$ cat config.mk
export PLATFORM = sky130hd
export DESIGN_NAME = line_sensor_junction_classifier
export DESIGN_NICKNAME = d
export VERILOG_FILES = /design/src/rtl/lsjc_pkg.sv /design/src/rtl/lsjc_lane.sv /design/src/rtl/lsjc_merge.sv /design/src/rtl/line_sensor_junction_classifier.sv
export SDC_FILE = /design/constraint.sdc
export NUM_CORES = 1
export LEC_CHECK = 0
export ABC_CLOCK_PERIOD_IN_PS = 2500
export BUFFER_PORTS_ARGS = -buffer_cell sky130_fd_sc_hd__buf_2
export CAP_MARGIN = 15
export CORE_MARGIN = 4
export CORE_UTILIZATION = 24
export CTS_BUF_LIST = sky130_fd_sc_hd__clkbuf_4
export CTS_CLUSTER_SIZE = 28
export DETAILED_ROUTE_END_ITERATION = 12
export PLACE_DENSITY_LB_ADDON = 0.15
export SYNTH_ARGS = -nofsm -noshare
export SYNTH_HDL_FRONTEND = slang
export SYNTH_HIERARCHICAL = 1
export SYNTH_SLANG_ARGS = --single-unit
export TNS_END_PERCENT = 50
$ cat constraint.sdc
create_clock -name clk_i -period 2.5 [get_ports clk_i]
set_clock_uncertainty 0.05 [all_clocks]
set_input_delay 0.375 -clock clk_i [delete_from_list [all_inputs] [get_ports clk_i]]
set_output_delay 0.375 -clock clk_i [all_outputs]
set_load 0.005 [all_outputs]
$ cat src/rtl/lsjc_pkg.sv
// lsjc_pkg: shared types and constants of the line-sensor junction classifier.
// No dependencies; used by lsjc_merge, the top level and the testbench.
package lsjc_pkg;

  // Sensors handled by one lane
  localparam int LANE_WIDTH = 4;

  // Fixed config field widths
  localparam int COUNT_CFG_W = 3;

  // Reset values of the configuration registers
  localparam int STRAIGHT_RESET   = 119;
  localparam int ISECT_CNT_RESET  = 6;
  localparam int TURN_CNT_RESET   = 7;

  typedef enum logic [2:0] {
    CLASS_STRAIGHT     = 3'd0,
    CLASS_INTERSECTION = 3'd1,
    CLASS_LEFT         = 3'd2,
    CLASS_RIGHT        = 3'd3,
    CLASS_DEAD_END     = 3'd4
  } road_class_e;

  typedef enum logic [1:0] {
    TURN_NONE  = 2'd0,
    TURN_LEFT  = 2'd1,
    TURN_RIGHT = 2'd2
  } turn_e;

  typedef enum logic [1:0] {
    REG_STRAIGHT   = 2'd0,
    REG_ISECT_CNT  = 2'd1,
    REG_TURN_CNT   = 2'd2
  } cfg_idx_e;

  // Count thresholds handed to the merge stage
  typedef struct packed {
    logic [COUNT_CFG_W-1:0] isect_cnt;
    logic [COUNT_CFG_W-1:0] turn_cnt;
  } cfg_counts_t;

  // One result word
  typedef struct packed {
    logic        hold;
    turn_e       turn;
    road_class_e cls;
  } result_t;

endpackage

$ cat src/rtl/lsjc_lane.sv
// lsjc_lane: set-bit count and centered weighted sum over one slice of sensors.
// Depends on nothing but its parameters; instanced by the top level.
module lsjc_lane #(
  parameter int NBITS        = 4,
  parameter int BASE         = 0,
  parameter int SENSOR_COUNT = 7,
  parameter int CNT_W        = 3,
  parameter int SUM_W        = 7
) (
  input  logic [NBITS-1:0]        bits_i,
  output logic [CNT_W-1:0]        count_o,
  output logic signed [SUM_W-1:0] sum_o
);

  localparam int Mid = (SENSOR_COUNT - 1) / 2;

  always_comb begin
    logic [CNT_W-1:0]        cnt;
    logic signed [SUM_W-1:0] acc;
    cnt = '0;
    acc = '0;
    for (int j = 0; j < NBITS; j++) begin
      cnt = cnt + CNT_W'(bits_i[j]);
      if (bits_i[j]) begin
        acc = acc + $signed(SUM_W'(BASE + j - Mid));
      end
    end
    count_o = cnt;
    sum_o   = acc;
  end

endmodule

$ cat src/rtl/lsjc_merge.sv
// lsjc_merge: adds the lane partials, classifies the row and keeps the state.
// Depends on lsjc_pkg; fed by the lsjc_lane instances in the top level.
module lsjc_merge #(
  parameter int SENSOR_COUNT = 7,
  parameter int NUM_LANES    = 2,
  parameter int CNT_W        = 3,
  parameter int SUM_W        = 7
) (
  input  logic                                 clk_i,
  input  logic                                 rst_ni,
  input  logic                                 accept_i,
  input  logic [SENSOR_COUNT-1:0]              row_i,
  input  logic [NUM_LANES-1:0][CNT_W-1:0]      lane_count_i,
  input  logic [NUM_LANES-1:0][SUM_W-1:0]      lane_sum_i,
  input  logic [SENSOR_COUNT-1:0]              pattern_i,
  input  lsjc_pkg::cfg_counts_t                counts_i,
  output lsjc_pkg::result_t                    result_o
);

  localparam int Mid = (SENSOR_COUNT - 1) / 2;

  logic [SENSOR_COUNT-1:0] prev_q;
  lsjc_pkg::road_class_e   class_q, class_d;
  lsjc_pkg::turn_e         turn_q, turn_d;
  logic                    hold_q, hold_d;

  logic [CNT_W-1:0]        count;
  logic signed [SUM_W-1:0] sum;

  always_comb begin
    count = '0;
    sum   = '0;
    for (int l = 0; l < NUM_LANES; l++) begin
      count = count + lane_count_i[l];
      sum   = sum + $signed(lane_sum_i[l]);
    end
  end

  always_comb begin
    class_d = class_q;
    turn_d  = turn_q;
    hold_d  = hold_q;
    if (!(row_i == prev_q && !hold_q)) begin
      if (!hold_q) begin
        if (turn_q == lsjc_pkg::TURN_NONE) begin
          priority if (32'(count) == Mid && !row_i[Mid]) begin
            if (sum > 0) begin
              turn_d = lsjc_pkg::TURN_LEFT;
            end else if (sum < 0) begin
              turn_d = lsjc_pkg::TURN_RIGHT;
            end
          end else if (count == '0) begin
            class_d = lsjc_pkg::CLASS_INTERSECTION;
            hold_d  = 1'b1;
          end else if (32'(count) == SENSOR_COUNT) begin
            class_d = lsjc_pkg::CLASS_DEAD_END;
            hold_d  = 1'b1;
          end else begin
            // no junction on this row
          end
        end else begin
          priority if (32'(count) == 32'(counts_i.isect_cnt)) begin
            class_d = lsjc_pkg::CLASS_INTERSECTION;
            hold_d  = 1'b1;
          end else if (32'(count) == 32'(counts_i.turn_cnt)) begin
            unique case (turn_q)
              lsjc_pkg::TURN_LEFT:  class_d = lsjc_pkg::CLASS_LEFT;
              lsjc_pkg::TURN_RIGHT: class_d = lsjc_pkg::CLASS_RIGHT;
              default:              class_d = lsjc_pkg::CLASS_STRAIGHT;
            endcase
            hold_d = 1'b1;
          end else begin
            // count matches neither threshold, turn stays pending
          end
        end
      end
      // straight pattern on two rows in a row releases the hold
      if (hold_d && prev_q == pattern_i && row_i == pattern_i) begin
        hold_d  = 1'b0;
        class_d = lsjc_pkg::CLASS_STRAIGHT;
        turn_d  = lsjc_pkg::TURN_NONE;
      end
    end
  end

  always_ff @(posedge clk_i or negedge rst_ni) begin
    if (!rst_ni) begin
      prev_q  <= SENSOR_COUNT'(lsjc_pkg::STRAIGHT_RESET);
      class_q <= lsjc_pkg::CLASS_STRAIGHT;
      turn_q  <= lsjc_pkg::TURN_NONE;
      hold_q  <= 1'b0;
    end else if (accept_i) begin
      prev_q  <= row_i;
      class_q <= class_d;
      turn_q  <= turn_d;
      hold_q  <= hold_d;
    end
  end

  assign result_o = '{hold: hold_d, turn: turn_d, cls: class_d};

endmodule

$ cat src/rtl/line_sensor_junction_classifier.sv
// line_sensor_junction_classifier: top level, lanes, config registers, output skid.
// Depends on lsjc_pkg, lsjc_lane and lsjc_merge.
//
//  channel  | dir | handshake                     | payload
//  ---------+-----+-------------------------------+-------------------------------
//  s_axis   | in  | s_axis_tvalid_i/tready_o      | tdata: sensor_bits
//  m_axis   | out | m_axis_tvalid_o/tready_i      | tdata: road_class, pending_turn,
//           |     |                               |        awaiting_straight
//  cfg      | in  | cfg_valid_i/cfg_ready_o       | cfg_index_i, cfg_data_i
//
// One word per cycle sustained while m_axis does not stall; results are registered.
// The lane adders and the classifier in lsjc_merge are combinational logic.
// Reset: config returns to straight 119, counts 6 and 7; state to straight/none.
// A two-word output buffer (main register plus skid) lets a row be taken while a
// result waits; s_axis_tready_o drops only once both entries are full.
// cfg is always ready; writes are meant for idle periods only.
module line_sensor_junction_classifier #(
  parameter int SENSOR_COUNT = 7
) (
  input  logic                    clk_i,
  input  logic                    rst_ni,
  // bits [SENSOR_COUNT-1:0] sensor_bits, rest zero
  input  logic [((SENSOR_COUNT+7)/8)*8-1:0] s_axis_tdata_i,
  input  logic                    s_axis_tvalid_i,
  output logic                    s_axis_tready_o,
  // [2:0] road_class, [4:3] pending_turn, [5] awaiting_straight, [7:6] zero
  output logic [7:0]              m_axis_tdata_o,
  output logic                    m_axis_tvalid_o,
  input  logic                    m_axis_tready_i,
  input  logic                    cfg_valid_i,
  output logic                    cfg_ready_o,
  input  logic [1:0]              cfg_index_i,
  input  logic [SENSOR_COUNT-1:0] cfg_data_i
);

  localparam int NumLanes = (SENSOR_COUNT + lsjc_pkg::LANE_WIDTH - 1) / lsjc_pkg::LANE_WIDTH;
  localparam int CntW     = $clog2(SENSOR_COUNT + 1);
  localparam int SumW     = $clog2(SENSOR_COUNT * SENSOR_COUNT + 1) + 1;

  // Configuration registers
  logic [SENSOR_COUNT-1:0] pattern_q;
  lsjc_pkg::cfg_counts_t   counts_q;

  assign cfg_ready_o = 1'b1;

  always_ff @(posedge clk_i or negedge rst_ni) begin
    if (!rst_ni) begin
      pattern_q          <= SENSOR_COUNT'(lsjc_pkg::STRAIGHT_RESET);
      counts_q.isect_cnt <= lsjc_pkg::COUNT_CFG_W'(lsjc_pkg::ISECT_CNT_RESET);
      counts_q.turn_cnt  <= lsjc_pkg::COUNT_CFG_W'(lsjc_pkg::TURN_CNT_RESET);
    end else if (cfg_valid_i && cfg_ready_o) begin
      unique case (lsjc_pkg::cfg_idx_e'(cfg_index_i))
        lsjc_pkg::REG_STRAIGHT:  pattern_q          <= cfg_data_i;
        lsjc_pkg::REG_ISECT_CNT: counts_q.isect_cnt <= cfg_data_i[lsjc_pkg::COUNT_CFG_W-1:0];
        lsjc_pkg::REG_TURN_CNT:  counts_q.turn_cnt  <= cfg_data_i[lsjc_pkg::COUNT_CFG_W-1:0];
        default: ;  // unmapped index, dropped
      endcase
    end
  end

  // Input row; bits above the sensor count are ignored
  logic [SENSOR_COUNT-1:0] row;
  logic                    in_accept;

  assign row       = s_axis_tdata_i[SENSOR_COUNT-1:0];
  assign in_accept = s_axis_tvalid_i && s_axis_tready_o;

  // Lanes: each takes LANE_WIDTH sensors, the last one what is left
  logic [NumLanes-1:0][CntW-1:0] lane_count;
  logic [NumLanes-1:0][SumW-1:0] lane_sum;

  for (genvar l = 0; l < NumLanes; l++) begin : g_lane
    localparam int Base  = l * lsjc_pkg::LANE_WIDTH;
    localparam int NBits = (SENSOR_COUNT - Base < lsjc_pkg::LANE_WIDTH) ?
                           (SENSOR_COUNT - Base) : lsjc_pkg::LANE_WIDTH;
    lsjc_lane #(
      .NBITS       (NBits),
      .BASE        (Base),
      .SENSOR_COUNT(SENSOR_COUNT),
      .CNT_W       (CntW),
      .SUM_W       (SumW)
    ) u_lane (
      .bits_i (row[Base +: NBits]),
      .count_o(lane_count[l]),
      .sum_o  (lane_sum[l])
    );
  end

  // Merge: totals, classification, state
  lsjc_pkg::result_t result;

  lsjc_merge #(
    .SENSOR_COUNT(SENSOR_COUNT),
    .NUM_LANES   (NumLanes),
    .CNT_W       (CntW),
    .SUM_W       (SumW)
  ) u_merge (
    .clk_i       (clk_i),
    .rst_ni      (rst_ni),
    .accept_i    (in_accept),
    .row_i       (row),
    .lane_count_i(lane_count),
    .lane_sum_i  (lane_sum),
    .pattern_i   (pattern_q),
    .counts_i    (counts_q),
    .result_o    (result)
  );

  // Output buffer: main register feeds the port, skid catches a word on stall
  lsjc_pkg::result_t out_q, skid_q;
  logic              out_valid_q, skid_valid_q;
  logic              out_take;

  assign out_take        = out_valid_q && m_axis_tready_i;
  assign s_axis_tready_o = !skid_valid_q;

  always_ff @(posedge clk_i or negedge rst_ni) begin
    if (!rst_ni) begin
      out_valid_q  <= 1'b0;
      skid_valid_q <= 1'b0;
    end else begin
      if (!out_valid_q || out_take) begin
        out_valid_q  <= skid_valid_q || in_accept;
        skid_valid_q <= 1'b0;
      end else if (in_accept) begin
        skid_valid_q <= 1'b1;
      end
    end
  end

  always_ff @(posedge clk_i) begin
    if (!out_valid_q || out_take) begin
      out_q <= skid_valid_q ? skid_q : result;
    end
    if (in_accept && !skid_valid_q) begin
      skid_q <= result;
    end
  end

  assign m_axis_tvalid_o = out_valid_q;
  assign m_axis_tdata_o  = {2'b00, out_q.hold, out_q.turn, out_q.cls};

  // A skid word never exists without a word in the main register
  assert property (@(posedge clk_i) disable iff (!rst_ni)
    skid_valid_q |-> out_valid_q)
    else $error("skid holds a word while the output register is empty");

  // A held class is never straight
  assert property (@(posedge clk_i) disable iff (!rst_ni)
    (out_valid_q && out_q.hold) |-> (out_q.cls != lsjc_pkg::CLASS_STRAIGHT))
    else $error("hold flag set with a straight class");

  // Without a hold the class is straight
  assert property (@(posedge clk_i) disable iff (!rst_ni)
    (out_valid_q && !out_q.hold) |-> (out_q.cls == lsjc_pkg::CLASS_STRAIGHT))
    else $error("non-straight class without a hold");

  // A pending skid word moves up when the main word is taken
  assert property (@(posedge clk_i) disable iff (!rst_ni)
    (out_take && skid_valid_q) |=> out_valid_q)
    else $error("skid word lost on output handshake");

endmodule

==> impl_results.md, run 1 <==
- Status: complete, but fails checks
- Failing checks: setup timing
- Antenna viol nets, final: 0
- Critical Path Sink: m_axis_tdata_o[0]
- Final setup violation count: 18
- Max transition margin: 0.546
- Yosys cell types: 54
- CP required: roughly 2.6 ns
- Mapped Cells: approximately 250
- Int Pwr: between 1.5 and 2 mW
- CTS root buffer: clkbuf_4
- GPL Wtd Cong: 0.754
- Vias/cell: 4.46
- Worst-margin pin slew: approximately 0.68 ns
- Final WS setup: -0.916 ns
- Largest net degree at the start of global routing: 29
- Design area: between 3000 and 4000 µm²
- Detailed-route DRC error count: 0
- Min Clock Period, post-route: 3.42 ns
- Combinational fraction of design power: 0.423
- Io pins: 33
- Final hold vios: 0
- Syn-to-layout area delta: 35.8%
- Starting density of the core: 0.248
- Max Slew Vio Count: 0
- Flop pwr share: 0.366
- Rows: 38
- Average size of a mapped cell: ~11 µm²
- Die area: 13100 µm²
- Clock power share: 0.211
- Slowest stage delay, CP: roughly 0.54 ns
- Clock transition at path regs: 0.13 ns
- Fin nets: 370
- Fmax achieved: about 290 MHz
- Placed cell count: ~460
- Period utilization: 1.37
- CP bufs+invs: 5
- DR WL/cell: 13.0 µm
- Sw frac: 0.323
- H-tree levels: 2
- Starting DRT DRC Count: 56
- RSZ-0062 raised after global routing: true
- Switch Pwr: between 0.8 and 0.9 mW
- Ys flop type: dfstp_2
- Clock Path Buffers: 2
- Die height: 115 µm
- Post-synth EDFFs: 12
- Post-DP HPWL: ~4.9 mm
- Setup WS pre-CTS: -1.44 ns
- R2R depth: 7
- Share of cells above drive strength 1: 0.517
- Placed Instance Area: 3410 µm²
- Critical path class: input port to flip-flop
- Crit path cell chain: buf_8, inv_4, fa_1, inv_2, ha_4, ha_4, inv_2, fa_2, xnor3_2, buf_4, xnor2_4, a31oi_4, a221oi_2, a221o_1, mux2_4
- Core area: ~11000 µm²
- PortBufs: 28
- Crit path max fanout: 8
- Detailed-route via count: 2091
- CP Capture Type: flip-flop
- CTS tree: done
- Sequential area share after synthesis: 0.397
- Maxcap violations: 0
- CTS buffer count: 5
- Number of global-route vias before repair: 2190
- GRT Overall Usage: 0.101
- Width of the die: 115 µm
- Most frequent cells in the layout: 49 x buf_4, 25 x buf_2, 24 x mux2_2, 17 x dfstp_2, 16 x inv_1
- Clock Sinks: 40
- Ant diodes: 0
- Initial antenna violation count: 0
- Critical path depth: 15
- Seq cells post-synth: 40
- Crit start category: input port
- Power Density: 693 nW/µm²
- Worst hold path type: input port to flip-flop
- Layout Cells excl Fill: 469
- DR pass1 iterations: 4
- Leak: 1.54 nW
- CP delay by family, top: adder cells
- Commonest non-fill, non-tap cell in the layout: buf_4
- Synth Cell Area: 2730 µm²
- Synth warn: 6
- Detailed Route WL: 6.11 mm
- Hold slack: 0.202 ns
- Fillcell total: 1122
- Worst-Skew Late Latency: ~0.34 ns
- Global route overflow: 0
- Global-route wire length before repair: 10.7 mm
- Reg-to-Reg End: m_axis_tdata_o[0]
- CP Data Arrival Time: 3.48 ns
- Reg2reg setup slack: 0.02 ns
- Peak VDD IR: 0.000329 V
- Slowest stage cell, crit path: fa_1
- Ys async rst share: 0.700
- Reg-to-reg startpoint: u_merge/prev_q[3]
- CP Launch Point: s_axis_tdata_i[3]
worst min-delay path by stage:
stage               startpoint                end  slack, ns  cells after the start
2_1_floorplan           rst_ni        counts_q[3]       0.03                      0
3_3_place_gp            rst_ni  u_merge/prev_q[3]       0.41                      1
3_5_place_dp            rst_ni     u_merge/hold_q       0.41                      1
4_1_cts        s_axis_tvalid_i    m_axis_tvalid_o       0.18                      3
5_1_grt        s_axis_tvalid_i    m_axis_tvalid_o       0.18                      3
6_report       s_axis_tvalid_i    m_axis_tvalid_o       0.20                      3
layout make-up:
cell class              count  area, µm²  area share
flip-flops and latches     40       1080       0.292
clock buffers               6       45.0      0.0122
inverters                  23        106      0.0287
repair buffers             80        563       0.152
multi-input cells         178       1670       0.452
clock inverters             2       60.1      0.0162
well taps                 140        175      0.0473
through the flow:
stage          setup TNS (ns)  utilization  total power [mW]
2_1_floorplan          -13.50            -              1.53
4_1_cts                -10.89        0.333              2.54
5_1_grt                -12.79        0.337              2.75
3_3_place_gp           -20.24        0.311              1.89
6_report               -11.38        0.337              2.57
3_5_place_dp           -20.41        0.311              1.89
power groups by stage:
stage                     sequential, mW  clock, mW  combinational, mW
after CTS                          0.940      0.565               1.04
after global placement             0.947          0              0.942
after global routing               0.957      0.588               1.21
after detailed placement           0.948          0              0.943
after floorplan                    0.926          0              0.606
final                              0.939      0.543               1.09
flip-flops by register name, indices dropped and copies added, names as in the netlist:
signal,flops
counts_q,6
m_axis_tdata_o,6
m_axis_tvalid_o,1
pattern_q,7
skid_q,6
skid_valid_q,1
u_merge/class_q,3
u_merge/hold_q,1
u_merge/prev_q,7
u_merge/turn_q,2
what timing repair did:
| item | CTS | global route |
|---|---|---|
| endpoints found under the hold margin | 1 | 0 |
| pin swaps | 12 | 5 |
| resized for setup | 23 | 10 |
| setup endpoints to repair | 18 | 18 |
| hold buffers | 1 | 0 |
| cloned | 0 | 0 |
| setup buffers | 2 | 1 |
worst register-to-register path, delay by kind of cell, from the launching register on:
kind	cells	cell delay [ns]
mux	1	0.27
simple gates	4	0.91
compound gates	2	0.65
flops	1	0.39
Yosys cell counts (4+ instances only):
| master | instances | area [µm²] |
|---|---|---|
| nand3_1 | 10 | 50.1 |
| buf_4 | 11 | 82.6 |
| xnor2_1 | 5 | 43.8 |
| a21oi_1 | 9 | 45.0 |
| dfrtp_1 | 11 | 275 |
| ha_1 | 16 | 200 |
| or3_1 | 10 | 62.6 |
| dfstp_2 | 17 | 447 |
| xor2_1 | 12 | 105 |
| nor2b_1 | 4 | 25.0 |
| a31oi_1 | 7 | 43.8 |
| mux2_2 | 26 | 293 |
| inv_1 | 23 | 86.3 |
| edfxtp_1 | 12 | 360 |
| nor2_1 | 8 | 30.0 |
| fa_1 | 4 | 80.1 |
| nand2_1 | 8 | 30.0 |
| nand3b_1 | 4 | 30.0 |
cells by family after synthesis:
logic type | after synthesis | synth area share
fa+ha+maj | 20 | 0.103
flops | 40 | 0.397
simple gates | 59 | 0.129
other cells | 3 | 0.00413
mux | 29 | 0.118
compound gates | 44 | 0.118
buf+inv | 38 | 0.0679
xor+xnor | 18 | 0.0633
metal layers:
layer | wire, µm | part of all wire | GRT usage | vias to the layer above
li1 | - | - | - | 1051
met1 | 2770 | 0.45 | 0.129 | 986
met4 | 65 | 0.011 | 0.0253 | 0
met3 | 275 | 0.045 | 0.0248 | 9
met5 | 0 | 0 | 0 | -
met2 | 3000 | 0.49 | 0.170 | 45
(Power assumes the default switching activity.)
==> run 2, diff against run 1 <==
--- a/config.mk
+++ b/config.mk
@@ -5,9 +5,11 @@
 export SDC_FILE = /design/constraint.sdc
 export NUM_CORES = 1
 export LEC_CHECK = 0
-export ABC_CLOCK_PERIOD_IN_PS = 2500
+export ABC_CLOCK_PERIOD_IN_PS = 3550
 export BUFFER_PORTS_ARGS = -buffer_cell sky130_fd_sc_hd__buf_2
 export CAP_MARGIN = 15
+export CELL_PAD_IN_SITES_DETAIL_PLACEMENT = 0
+export CELL_PAD_IN_SITES_GLOBAL_PLACEMENT = 1
 export CORE_MARGIN = 4
 export CORE_UTILIZATION = 24
 export CTS_BUF_LIST = sky130_fd_sc_hd__clkbuf_4
==> constraint.sdc (replaced) <==
create_clock -name clk_i -period 3.55 [get_ports clk_i]
set_clock_uncertainty 0.05 [all_clocks]
set_input_delay 0.5325 -clock clk_i [delete_from_list [all_inputs] [get_ports clk_i]]
set_output_delay 0.5325 -clock clk_i [all_outputs]
set_load 0.005 [all_outputs]
==> run 2 against run 1 <==
The run now ends clean. Count of clock-buffer cells in the layout shrank 1. Utilization decreased by 2.5 points. Register-to-register slack gained 0.89 ns. Worst hold slack worse by 0.051 ns. Via count down 4.9%. Design area shrank 7.5%. Final cell count is 3.8% lower. Clock power fell by 43%. Global-route usage shrank 0.16 points. First-iteration DRC count increased by 16%. Largest cell class unchanged. Largest power group is now registers. Highest routed layer unchanged.
==> impl_results.md, run 2 (synthesis gave the netlist of run 1 again) <==
- Status: finished, final reports clean
- CP Capture Type: flip-flop
- Initial antenna violation count: 0
- Hold slack: around 0.15 ns
- Total power draw: 1.63 mW
- Antenna viol nets, final: 0
- GPL Wtd Cong: 0.739
- Period utilization: 0.993
- GRT Overall Usage: 0.0992
- H-tree levels: 2
- CP Data Arrival Time: around 3.6 ns
- Worst hold path type: input port to async pin
- Clock Path Buffers: 2
- Die area: about 13000 µm²
- Min Clock Period, post-route: 3.53 ns
- Crit start category: input port
- Worst-Skew Late Latency: between 0.3 and 0.4 ns
- Most frequent cells in the layout: 34 x buf_4, 26 x buf_2, 22 x mux2_2, 17 x inv_1, 17 x dfstp_2
- Clock transition at path regs: 0.14 ns
- Clock Sinks: 40
- Die height: 115 µm
- Final hold vios: 0
- Slowest stage delay, CP: 0.54 ns
- Flop pwr share: 0.408
- Maxcap violations: 0
- PortBufs: 28
- Critical path class: input port to flip-flop
- Sw frac: 0.330
- Clock power share: 0.189
- Power Density: 475 nW/µm²
- Starting DRT DRC Count: 65
- Worst-margin pin slew: 0.680 ns
- Leak: around 1.4 nW
- Fin nets: 352
- Peak VDD IR: between 0.0001 and 0.00015 V
- Vias/cell: ~4.4
- Max transition margin: 0.546
- Syn-to-layout area delta: 25.6%
- CP required: 3.61 ns
- Detailed-route via count: 1989
- Max Slew Vio Count: 0
- Ant diodes: 0
- Io pins: 33
- Starting density of the core: 0.248
- DR WL/cell: 13.5 µm
- Global-route wire length before repair: ~10 mm
- Rows: 38
- RSZ-0062 raised after global routing: true
- Fmax achieved: 284 MHz
- Global route overflow: 0
- Final setup violation count: 0
- Commonest non-fill, non-tap cell in the layout: buf_4
- Post-cts hold buffer count: 0
- Crit path max fanout: 2
- Int Pwr: ~1.1 mW
- Post-DP HPWL: 4.87 mm
- R2R depth: 7
- Number of global-route vias before repair: ~2000
- Switch Pwr: 0.537 mW
- Core area: 11000 µm²
- CTS tree: done
- Share of cells above drive strength 1: 0.444
- Width of the die: 115 µm
- DR pass1 iterations: 4
- Combinational fraction of design power: 0.404
- Slowest stage cell, crit path: fa_1
- Detailed Route WL: just over 6 mm
- CTS buffer count: 5
- Crit path cell chain: buf_12, inv_12, fa_1, inv_2, ha_4, ha_4, inv_2, fa_2, xnor3_2, xor2_2, nor3_2, mux2i_1, a221oi_2, a221o_1, mux2_4
- CTS root buffer: clkbuf_4
- Registers with the most flip-flops: pattern_q x7, u_merge/prev_q x7
- Detailed-route DRC error count: 0
- Largest net degree at the start of global routing: 29
-- run 2: cell types whose count changed in the layout (fill, tap and decap cells not counted), sizes merged --
cell / before / now
buf: 79 / 62
bufinv: 2 / 1
clkbuf: 6 / 5
clkinv: 0 / 1
clkinvlp: 0 / 1
dlygate4sd3: 1 / 0
-- run 2: power groups by stage --
stage	registers [mW]	logic, mW	clock network (mW)
detailed placement	0.674	0.638	0
global placement	0.673	0.636	0
finish	0.664	0.658	0.308
global route	0.679	0.735	0.343
CTS	0.666	0.652	0.332
floorplan	0.652	0.420	0
-- run 2: worst max-delay path, delay by kind of cell --
family,cells,cell delay (ns)
compound gates,2,0.45
fa+ha+maj,4,1.27
simple gates,1,0.19
buf+inv,4,0.20
mux,2,0.52
xor+xnor,2,0.42
-- run 2: final cells by class --
cell class / instances / area [µm²]
clock buffers: 5 / 37.5
clock inverters: 3 / 42.5
fillers: 1141 / 7550
inverters: 23 / 98.8
multi-input cells: 178 / 1580
flip-flops and latches: 40 / 1080
well taps: 140 / 175
repair buffers: 62 / 417
-- run 2: final timing paths --
check | end | slack, ns | from
max | m_axis_tdata_o[0] | 0.02 | s_axis_tdata_i[0]
min | u_merge/hold_q | 0.15 | rst_ni
max reg2reg | m_axis_tdata_o[0] | 0.91 | u_merge/prev_q[3]
min reg2reg | u_merge/turn_q[0] | 0.49 | u_merge/turn_q[0]
max in group asynchronous | u_merge/class_q[0] | 2.85 | rst_ni
min in group clk_i | m_axis_tvalid_o | 0.35 | s_axis_tvalid_i
-- run 2: per-stage QoR --
stage | cells | cell area [µm²] | worst slack (ns) | setup TNS, ns | utilization
final | 451 | 3430 | 0.0233 | 0 | 0.312
after global routing | 451 | 3430 | -0.0751 | -0.103 | 0.312
after CTS | 450 | 3390 | 0.0176 | 0 | 0.309
after detailed placement | 442 | 3290 | -0.498 | -3.96 | 0.300
after global placement | 442 | 3290 | -0.477 | -3.96 | 0.300
after floorplan | 256 | 2830 | -0.265 | -0.574 | -
-- run 2: routing by layer --
metal  GRT usage  vias up  part of all wire
li1            -     1008                 -
met3      0.0217       10             0.037
met5           0        -                 0
met4      0.0277        0             0.013
met2       0.163       32              0.46
met1       0.131      939              0.49
-- run 2: repair_timing --
item	in CTS	in global routing
gates resized for setup	4	6
buffers inserted	0	1
pin swaps	5	3
hold endpoints to repair	0	0
setup endpoints to repair	2	4
